## src/scpg_pkg.sv

```systemverilog
// Package: constants, types and the clamp function of the six-channel servo pulse generator.
package scpg_pkg;

	localparam int MAX_CHANNELS = 6;
	localparam int CHANNELS     = 6;

	localparam int DEMAND_W   = 16;
	localparam int PULSE_W    = 12;
	localparam int COUNT_W    = 16;
	localparam int CFG_IDX_W  = 2;
	localparam int CFG_DATA_W = 16;

	localparam logic [PULSE_W-1:0] CLAMP_LO_RESET     = 12'd904;
	localparam logic [PULSE_W-1:0] CLAMP_HI_RESET     = 12'd2200;
	localparam logic [COUNT_W-1:0] FRAME_PERIOD_RESET = 16'd20000;

	typedef enum logic [CFG_IDX_W-1:0] {
		REG_CLAMP_LO     = 2'd0,
		REG_CLAMP_HI     = 2'd1,
		REG_FRAME_PERIOD = 2'd2
	} cfg_reg_t;

	typedef logic signed [DEMAND_W-1:0] demand_t;
	typedef logic [PULSE_W-1:0]         pulse_t;
	typedef logic [COUNT_W-1:0]         count_t;

	typedef struct packed {
		logic   adv;
		logic   start;
		count_t frame_count;
		pulse_t clamp_lo;
		pulse_t clamp_hi;
	} chan_ctl_t;

	// when min > max, demands below the lower bound get it, all others get the upper bound
	function automatic pulse_t clamp_width(demand_t d, pulse_t lo, pulse_t hi);
		logic signed [DEMAND_W:0] dx;
		logic signed [DEMAND_W:0] lox;
		logic signed [DEMAND_W:0] hix;
		dx  = {d[DEMAND_W-1], d};
		lox = $signed({{(DEMAND_W-PULSE_W+1){1'b0}}, lo});
		hix = $signed({{(DEMAND_W-PULSE_W+1){1'b0}}, hi});
		if (dx < lox)
			return lo;
		else if (dx > hix)
			return hi;
		else
			return d[PULSE_W-1:0];
	endfunction

endpackage

```

## src/scpg_if.sv

```systemverilog
// Interfaces: demand input channel, level result channel and register write channel.
interface scpg_in_if
	import scpg_pkg::*;
();
	logic    valid;
	logic    ready;
	demand_t demand_one;
	demand_t demand_two;
	demand_t demand_three;
	demand_t demand_four;
	demand_t demand_five;
	demand_t demand_six;

	modport source (output valid, demand_one, demand_two, demand_three, demand_four,
		demand_five, demand_six, input ready);
	modport sink (input valid, demand_one, demand_two, demand_three, demand_four,
		demand_five, demand_six, output ready);
endinterface

interface scpg_res_if;
	logic valid;
	logic ready;
	logic level_one;
	logic level_two;
	logic level_three;
	logic level_four;
	logic level_five;
	logic level_six;
	logic frame_start;

	modport source (output valid, level_one, level_two, level_three, level_four,
		level_five, level_six, frame_start, input ready);
	modport sink (input valid, level_one, level_two, level_three, level_four,
		level_five, level_six, frame_start, output ready);
endinterface

interface scpg_cfg_if
	import scpg_pkg::*;
();
	logic                  valid;
	logic                  ready;
	logic [CFG_IDX_W-1:0]  index;
	logic [CFG_DATA_W-1:0] data;

	modport source (output valid, index, data, input ready);
	modport sink (input valid, index, data, output ready);
endinterface

```

## src/scpg_chan.sv

```systemverilog
// One servo channel: latched width register, clamp at frame start, level compare.
module scpg_chan
	import scpg_pkg::*;
(
	input  logic      clk,
	input  logic      arst_n,
	input  chan_ctl_t ctl,
	input  demand_t   demand,
	output logic      level
);

	pulse_t width_q;
	pulse_t width;

	// new frame uses the freshly clamped demand on the same tick
	assign width = ctl.start ? clamp_width(demand, ctl.clamp_lo, ctl.clamp_hi) : width_q;
	assign level = ctl.frame_count < {{(COUNT_W-PULSE_W){1'b0}}, width};

	always_ff @(posedge clk or negedge arst_n) begin
		if (!arst_n) begin
			width_q <= '0;
		end else if (ctl.adv && ctl.start) begin
			width_q <= width;
		end
	end

endmodule

```

## src/six_channel_servo_pulse_generator_top.sv

```systemverilog
// Top level of the six-channel servo pulse generator.
//
//  channel | dir | handshake       | payload
//  --------+-----+-----------------+-------------------------------------------
//  in_ch   | in  | valid / ready   | demand_one .. demand_six, signed 16 bit
//  res_ch  | out | valid / ready   | level_one .. level_six, frame_start
//  cfg     | in  | valid / ready   | index (2 bit), data (16 bit)
//
// One tick per transaction: a transaction is registered in the input stage, then the
// frame counter, clamp and compares run on it into the result register when it advances.
// One transaction per cycle sustained while the result is not stalled.
// Reset clears the frame counter and latched widths and loads register defaults.
// A stalled result holds both stages; cfg is always ready.
module six_channel_servo_pulse_generator_top
	import scpg_pkg::*;
(
	input  logic clk,
	input  logic arst_n,
	scpg_in_if.sink    in_ch,
	scpg_res_if.source res_ch,
	scpg_cfg_if.sink   cfg
);

	pulse_t clamp_lo_q;
	pulse_t clamp_hi_q;
	count_t frame_period_q;

	logic    valid_s1;
	demand_t demand_s1 [MAX_CHANNELS];

	count_t frame_count_q;
	logic   adv;
	logic   start;
	logic [COUNT_W:0] count_inc;
	count_t count_next;

	logic                    res_valid_q;
	logic [MAX_CHANNELS-1:0] level_q;
	logic                    frame_start_q;
	logic [MAX_CHANNELS-1:0] level;
	chan_ctl_t               ctl;

	// register writes
	assign cfg.ready = 1'b1;

	always_ff @(posedge clk or negedge arst_n) begin
		if (!arst_n) begin
			clamp_lo_q     <= CLAMP_LO_RESET;
			clamp_hi_q     <= CLAMP_HI_RESET;
			frame_period_q <= FRAME_PERIOD_RESET;
		end else if (cfg.valid) begin
			case (cfg_reg_t'(cfg.index))
				REG_CLAMP_LO:     clamp_lo_q     <= cfg.data[PULSE_W-1:0];
				REG_CLAMP_HI:     clamp_hi_q     <= cfg.data[PULSE_W-1:0];
				REG_FRAME_PERIOD: frame_period_q <= cfg.data[COUNT_W-1:0];
				default: ;
			endcase
		end
	end

	// input stage
	assign adv         = valid_s1 && (!res_valid_q || res_ch.ready);
	assign in_ch.ready = !valid_s1 || adv;

	always_ff @(posedge clk or negedge arst_n) begin
		if (!arst_n) begin
			valid_s1 <= 1'b0;
		end else if (in_ch.valid && in_ch.ready) begin
			valid_s1 <= 1'b1;
		end else if (adv) begin
			valid_s1 <= 1'b0;
		end
	end

	always_ff @(posedge clk) begin
		if (in_ch.valid && in_ch.ready) begin
			demand_s1[0] <= in_ch.demand_one;
			demand_s1[1] <= in_ch.demand_two;
			demand_s1[2] <= in_ch.demand_three;
			demand_s1[3] <= in_ch.demand_four;
			demand_s1[4] <= in_ch.demand_five;
			demand_s1[5] <= in_ch.demand_six;
		end
	end

	// frame counter; a period of zero behaves as one
	assign start      = frame_count_q == '0;
	assign count_inc  = {1'b0, frame_count_q} + {{COUNT_W{1'b0}}, 1'b1};
	assign count_next = (count_inc >= {1'b0, frame_period_q}) ? '0 : count_inc[COUNT_W-1:0];

	always_ff @(posedge clk or negedge arst_n) begin
		if (!arst_n) begin
			frame_count_q <= '0;
		end else if (adv) begin
			frame_count_q <= count_next;
		end
	end

	assign ctl = '{adv: adv, start: start, frame_count: frame_count_q,
		clamp_lo: clamp_lo_q, clamp_hi: clamp_hi_q};

	for (genvar c = 0; c < MAX_CHANNELS; c++) begin : g_chan
		if (c < CHANNELS) begin : g_used
			scpg_chan u_chan (
				.clk    (clk),
				.arst_n (arst_n),
				.ctl    (ctl),
				.demand (demand_s1[c]),
				.level  (level[c])
			);
		end else begin : g_unused
			assign level[c] = 1'b0;
		end
	end

	// result register
	always_ff @(posedge clk or negedge arst_n) begin
		if (!arst_n) begin
			res_valid_q <= 1'b0;
		end else if (adv) begin
			res_valid_q <= 1'b1;
		end else if (res_ch.ready) begin
			res_valid_q <= 1'b0;
		end
	end

	always_ff @(posedge clk) begin
		if (adv) begin
			level_q       <= level;
			frame_start_q <= start;
		end
	end

	assign res_ch.valid       = res_valid_q;
	assign res_ch.level_one   = level_q[0];
	assign res_ch.level_two   = level_q[1];
	assign res_ch.level_three = level_q[2];
	assign res_ch.level_four  = level_q[3];
	assign res_ch.level_five  = level_q[4];
	assign res_ch.level_six   = level_q[5];
	assign res_ch.frame_start = frame_start_q;

`ifndef NO_ASSERTIONS
	a_adv_fills_result: assert property (@(posedge clk) disable iff (!arst_n)
		adv |=> res_valid_q)
		else $error("result register not loaded after advance");

	a_start_flag: assert property (@(posedge clk) disable iff (!arst_n)
		adv && start |=> frame_start_q)
		else $error("frame start not flagged");

	a_count_step: assert property (@(posedge clk) disable iff (!arst_n)
		adv |=> (frame_count_q == $past(frame_count_q) + 16'd1) || (frame_count_q == '0))
		else $error("frame counter skipped");

	a_count_hold: assert property (@(posedge clk) disable iff (!arst_n)
		!adv |=> $stable(frame_count_q))
		else $error("frame counter moved without a transaction");
`endif

endmodule
```

## src/flat_wrapper.sv

```systemverilog
// flat-port wrapper written by rule: the top's interface ports become plain ports
module six_channel_servo_pulse_generator_top_flat import scpg_pkg::*;
  (clk, arst_n, in_ch_valid, in_ch_demand_one, in_ch_demand_two, in_ch_demand_three, in_ch_demand_four, in_ch_demand_five, in_ch_demand_six, in_ch_ready, res_ch_valid, res_ch_level_one, res_ch_level_two, res_ch_level_three, res_ch_level_four, res_ch_level_five, res_ch_level_six, res_ch_frame_start, res_ch_ready, cfg_valid, cfg_index, cfg_data, cfg_ready);
  scpg_in_if in_ch_i ();
  scpg_res_if res_ch_i ();
  scpg_cfg_if cfg_i ();
  input  logic clk;
  input  logic arst_n;
  input wire logic [$bits(in_ch_i.valid)-1:0] in_ch_valid;
  input wire logic [$bits(in_ch_i.demand_one)-1:0] in_ch_demand_one;
  input wire logic [$bits(in_ch_i.demand_two)-1:0] in_ch_demand_two;
  input wire logic [$bits(in_ch_i.demand_three)-1:0] in_ch_demand_three;
  input wire logic [$bits(in_ch_i.demand_four)-1:0] in_ch_demand_four;
  input wire logic [$bits(in_ch_i.demand_five)-1:0] in_ch_demand_five;
  input wire logic [$bits(in_ch_i.demand_six)-1:0] in_ch_demand_six;
  output wire logic [$bits(in_ch_i.ready)-1:0] in_ch_ready;
  output wire logic [$bits(res_ch_i.valid)-1:0] res_ch_valid;
  output wire logic [$bits(res_ch_i.level_one)-1:0] res_ch_level_one;
  output wire logic [$bits(res_ch_i.level_two)-1:0] res_ch_level_two;
  output wire logic [$bits(res_ch_i.level_three)-1:0] res_ch_level_three;
  output wire logic [$bits(res_ch_i.level_four)-1:0] res_ch_level_four;
  output wire logic [$bits(res_ch_i.level_five)-1:0] res_ch_level_five;
  output wire logic [$bits(res_ch_i.level_six)-1:0] res_ch_level_six;
  output wire logic [$bits(res_ch_i.frame_start)-1:0] res_ch_frame_start;
  input wire logic [$bits(res_ch_i.ready)-1:0] res_ch_ready;
  input wire logic [$bits(cfg_i.valid)-1:0] cfg_valid;
  input wire logic [$bits(cfg_i.index)-1:0] cfg_index;
  input wire logic [$bits(cfg_i.data)-1:0] cfg_data;
  output wire logic [$bits(cfg_i.ready)-1:0] cfg_ready;
  assign in_ch_i.valid = in_ch_valid;
  assign in_ch_i.demand_one = in_ch_demand_one;
  assign in_ch_i.demand_two = in_ch_demand_two;
  assign in_ch_i.demand_three = in_ch_demand_three;
  assign in_ch_i.demand_four = in_ch_demand_four;
  assign in_ch_i.demand_five = in_ch_demand_five;
  assign in_ch_i.demand_six = in_ch_demand_six;
  assign in_ch_ready = in_ch_i.ready;
  assign res_ch_valid = res_ch_i.valid;
  assign res_ch_level_one = res_ch_i.level_one;
  assign res_ch_level_two = res_ch_i.level_two;
  assign res_ch_level_three = res_ch_i.level_three;
  assign res_ch_level_four = res_ch_i.level_four;
  assign res_ch_level_five = res_ch_i.level_five;
  assign res_ch_level_six = res_ch_i.level_six;
  assign res_ch_frame_start = res_ch_i.frame_start;
  assign res_ch_i.ready = res_ch_ready;
  assign cfg_i.valid = cfg_valid;
  assign cfg_i.index = cfg_index;
  assign cfg_i.data = cfg_data;
  assign cfg_ready = cfg_i.ready;
  six_channel_servo_pulse_generator_top u_core (.clk(clk), .arst_n(arst_n), .in_ch(in_ch_i), .res_ch(res_ch_i), .cfg(cfg_i));
endmodule
```

## config.mk

```make
export PLATFORM = sky130hd
export DESIGN_NAME = six_channel_servo_pulse_generator_top_flat
export DESIGN_NICKNAME = d
export VERILOG_FILES = /design/src/scpg_pkg.sv /design/src/scpg_if.sv /design/src/scpg_chan.sv /design/src/six_channel_servo_pulse_generator_top.sv /design/src/flat_wrapper.sv
export SDC_FILE = /design/constraint.sdc
export NUM_CORES = 1
export LEC_CHECK = 0
export BUFFER_PORTS_ARGS = -buffer_cell sky130_fd_sc_hd__buf_2
export CAP_MARGIN = 20
export CORE_ASPECT_RATIO = 1.75
export CORE_MARGIN = 1.5
export CORE_UTILIZATION = 31
export CTS_CLUSTER_DIAMETER = 80
export DETAILED_ROUTE_END_ITERATION = 10
export PLACE_DENSITY = 0.49
export SYNTH_ARGS = -nofsm -noshare
export SYNTH_HDL_FRONTEND = slang
export SYNTH_HIERARCHICAL = 1
export SYNTH_SLANG_ARGS = --single-unit
```

## constraint.sdc

```tcl
create_clock -name clk -period 12.09 [get_ports clk]
set_clock_uncertainty 0.2 [all_clocks]
set_input_delay 1.8135 -clock clk [delete_from_list [all_inputs] [get_ports clk]]
set_output_delay 1.8135 -clock clk [all_outputs]
set_load 0.02 [all_outputs]
```

==> impl_results.md <==
* Global route hottest layer: met2
* VDD IR max at 0.000132 V
* Post-DP HPWL at 38,000 um
* Initial antenna violation count at 0
* Critical Path RT at approximately 12,000 ps
* Yosys top cell area share at between 15 and 20%
* Setup violators final at 0
* Row cnt at between 100 and 150
* DRC at 0
* Synth warn at 6
* Clk slew on worst S/H paths at roughly 70 ps
* Grt ovf at 0
* Hold_buf cts at 0
* CP cell instances: inv_1 -> ha_1 -> nor4b_1 -> and4_4 -> buf_4 -> nand2_1 -> o22ai_1 -> a31oi_1 -> ha_1 -> and4_1 -> nand2_1 -> or4_1 -> and4b_1 -> o311ai_0 -> a21oi_1
* First-pass GRT wire length at 81,800 um
* Routed Wire Length at approximately 55,000 um
* Maxcap violations at 0
* Vias in the first global route at 13,471
* RSZ-0062 raised after global routing: false
* Setup TNS at 0 ps
* Ports at 129
* Post-synth EDFFs at 103
* CP Launch Type: register
* Critical path's largest stage delay at 1000 ps
* All-Layer GR Usage at 18.8%
* Met1 Use GR at 23.2%
* Setup Buffers After CTS at 0
* Multi-input combinational cell area at 0.00987 sq mm
* Layout cells sized above 1 at a little under a fifth
* DIE AREA at about 0.058 sq mm
* Mapped Avg Cell Area at 9.73 sq um
* Area grow syn2layout at 14.0%
* Synth cell types at just over 60
* Crit end category: register
* Synth area leaders: edfxtp_1 18%, dfrtp_1 17%, ha_1 16%
* Final Hold Viols at 0
* Max-slew headroom at 26.2%
* Starting Density at 31.2%
* Total CTS buffers at 27
* Syn nets at between 2,000 and 2,500
* Class of the most critical setup path: reg2reg
* I/O Buffers at 127
* Drt pass-1 iters at 5
* Placer Congestion at 0.837
* Reg2reg setup slack at between 6000 and 7000 ps
* Sequential element share of the synthesized area at 36.4%
* Nets at roughly 2,200
* Die width at 182 um
* # clock sinks at 233
* PostCTS Resize Cnt at 0
* DR WL/cell at 21.0 um
* Status: completed
* Worst hold path type: reg2reg
* DRT iter0 DRCs at just over 900
* Most numerous cell in the Yosys netlist: inv_1
* Clock latency on the worst-skew pair at 570 ps
* Place WS at 6790 ps
* Worst Path Buf+Inv at 2
* Vias at 14,033
* Antenna Nets Post-Route at 0
* Synth async-reset ratio at 55.8%
* Global routing usage on met2 at 33.2%
* Reg area at ~0.0064 sq mm
* Crit path time final at between 5000 and 6000 ps
* FMAX at 0.184 GHz
* Cells after synthesis at 1,795
* Fin. max-slew vios at 0
* Static Leak at between 9 and 10 nW
* Most frequent cells after synthesis: 235 x inv_1, 222 x ha_1, 203 x nand2_1, 139 x o22ai_1, 117 x dfrtp_1
* Cell taking the most area after synthesis: edfxtp_1
* H-tree depth at 1
* Via-to-Cell Ratio at 5.37
* Met3 usage at about 1.9%
* PwrDens at 194 mW/mm^2
* Worst path slowest cell: and4_4
* Core box area at 0.0560 sq mm
* Post-Syn Area at 0.0175 sq mm
* Pin count of the biggest net entering global routing at 113
* Setup WS post-layout at 6660 ps
* Clock buffer depth at 3
* Fillers at 5,646
* Yosys reg bits at ~230
* Fin crit share at 44.9%
* CP delay by family, top: simple AND/OR/NAND/NOR gates
* Crit path max fanout at 112
* CTS tree: yes
* Worst slew pin tran at roughly 1100 ps
* Die Span Y at roughly 320 um
* Worst Path Arrival at 5520 ps
* Top_reg_cell synth: dfrtp_1
* Root buffer cell: clkbuf_16
==> state kept, by name, indices dropped and copies added (netlist names) <==
name	flops
u_core/res_ch.valid	1
u_core/clamp_lo_q	12
u_core/frame_count_q	16
u_core/frame_period_q	16
u_core/clamp_hi_q	12
u_core/level_q	6
u_core/res_ch.frame_start	1
u_core/demand_s1	96
u_core/valid_s1	1
u_core/g_chan.g_used.u_chan/width_q	72
==> placed cells by master (no fill, tap or decap), types with 7 or more instances in the layout <==
| cell | count |
|---|---|
| inv_1 | 235 |
| ha_1 | 222 |
| nand2_1 | 203 |
| o22ai_1 | 133 |
| buf_2 | 126 |
| dfrtp_1 | 117 |
| edfxtp_1 | 103 |
| a31oi_1 | 66 |
| mux2_4 | 54 |
| a31o_1 | 54 |
| mux2_2 | 52 |
| a21oi_1 | 49 |
| o21ai_0 | 39 |
| a21o_1 | 36 |
| nor2b_1 | 32 |
| clkbuf_16 | 28 |
| nand4_1 | 26 |
| buf_4 | 25 |
| and4_1 | 24 |
| nor2_1 | 23 |
| nand2b_1 | 22 |
| nand3_1 | 13 |
| o211ai_1 | 13 |
| dfstp_2 | 13 |
| a211oi_1 | 12 |
| and2_1 | 12 |
| a31o_2 | 12 |
| nor4_1 | 8 |
| nor3_1 | 8 |
| clkinv_2 | 7 |
| o21a_1 | 7 |
| o21bai_1 | 7 |
==> worst reg2reg max path, delay by kind of cell (launching register included) <==
family                   cells  cell delay, ps
AO/OA/AOI/OAI                4             360
adder cells (fa/ha/maj)      2             520
buffers and inverters        2            1050
flip-flops                   1             560
AND/OR/NAND/NOR              7            2460
==> kinds of logic after synthesis <==
logic type,synth area share (%)
other,0.0215
adder cells (fa/ha/maj),15.9
multiplexers,8.33
flip-flops,36.4
AO/OA/AOI/OAI,18.9
XOR/XNOR,0.451
AND/OR/NAND/NOR,12.6
buffers and inverters,7.35
==> worst paths after layout <==
kind | endpoint | startpoint | cells past startpoint
worst min-delay path | u_core/res_ch.valid$_DFFE_PN0P_ | u_core/valid_s1$_DFFE_PN0P_ | 1
min in group asynchronous | u_core/g_chan[4].g_used.u_chan/width_q[9]$_DFFE_PN0P_ | arst_n | 1
worst min register to register | u_core/res_ch.valid$_DFFE_PN0P_ | u_core/valid_s1$_DFFE_PN0P_ | 1
max in group asynchronous | u_core/g_chan[5].g_used.u_chan/width_q[5]$_DFFE_PN0P_ | arst_n | 2
worst max-delay path | u_core/level_q[1]$_DFFE_PP_ | u_core/frame_count_q[1]$_DFFE_PN0P_ | 15
worst max register to register | u_core/level_q[1]$_DFFE_PP_ | u_core/frame_count_q[1]$_DFFE_PN0P_ | 15
==> layout make-up <==
cell class	instances	area share [%]
Antenna cell	1	0.0126
Clock buffer	32	3.49
Clock inverter	17	1.09
Inverter	235	4.43
Multi-Input combinational cell	1236	49.6
Sequential cell	233	31.9
Tap cell	702	4.41
Timing Repair Buffer	159	5.04
==> metal layers <==
layer,share of wire [%],vias up
met4,4.2,0
li1,-,6784
met5,0,-
met3,4.4,93
met2,50,353
met1,42,6803
==> where the power goes <==
group | leakage [nW] | total, mW | internal [mW] | switching, mW
Sequential | 2.56 | 1.17 | 1.01 | 0.160
Combinational | 6.03 | 1.81 | 0.780 | 1.03
Clock | 0.445 | 0.877 | 0.516 | 0.361
Total | 9.04 | 3.86 | 2.31 | 1.55
==> per-stage QoR <==
stage	cell area (sq um)	total power, mW	hold WS [ps]	std cells	utilization, %
6_report	19900	3.86	284	2615	35.6
4_1_cts	19700	3.86	288	2608	35.3
3_5_place_dp	18800	2.96	276	2559	33.7
3_3_place_gp	18800	2.89	277	2558	33.6
2_1_floorplan	17500	2.46	257	1795	-
5_1_grt	19900	4.17	308	2614	35.6
No activity file was read; power rests on OpenSTA's default activity.
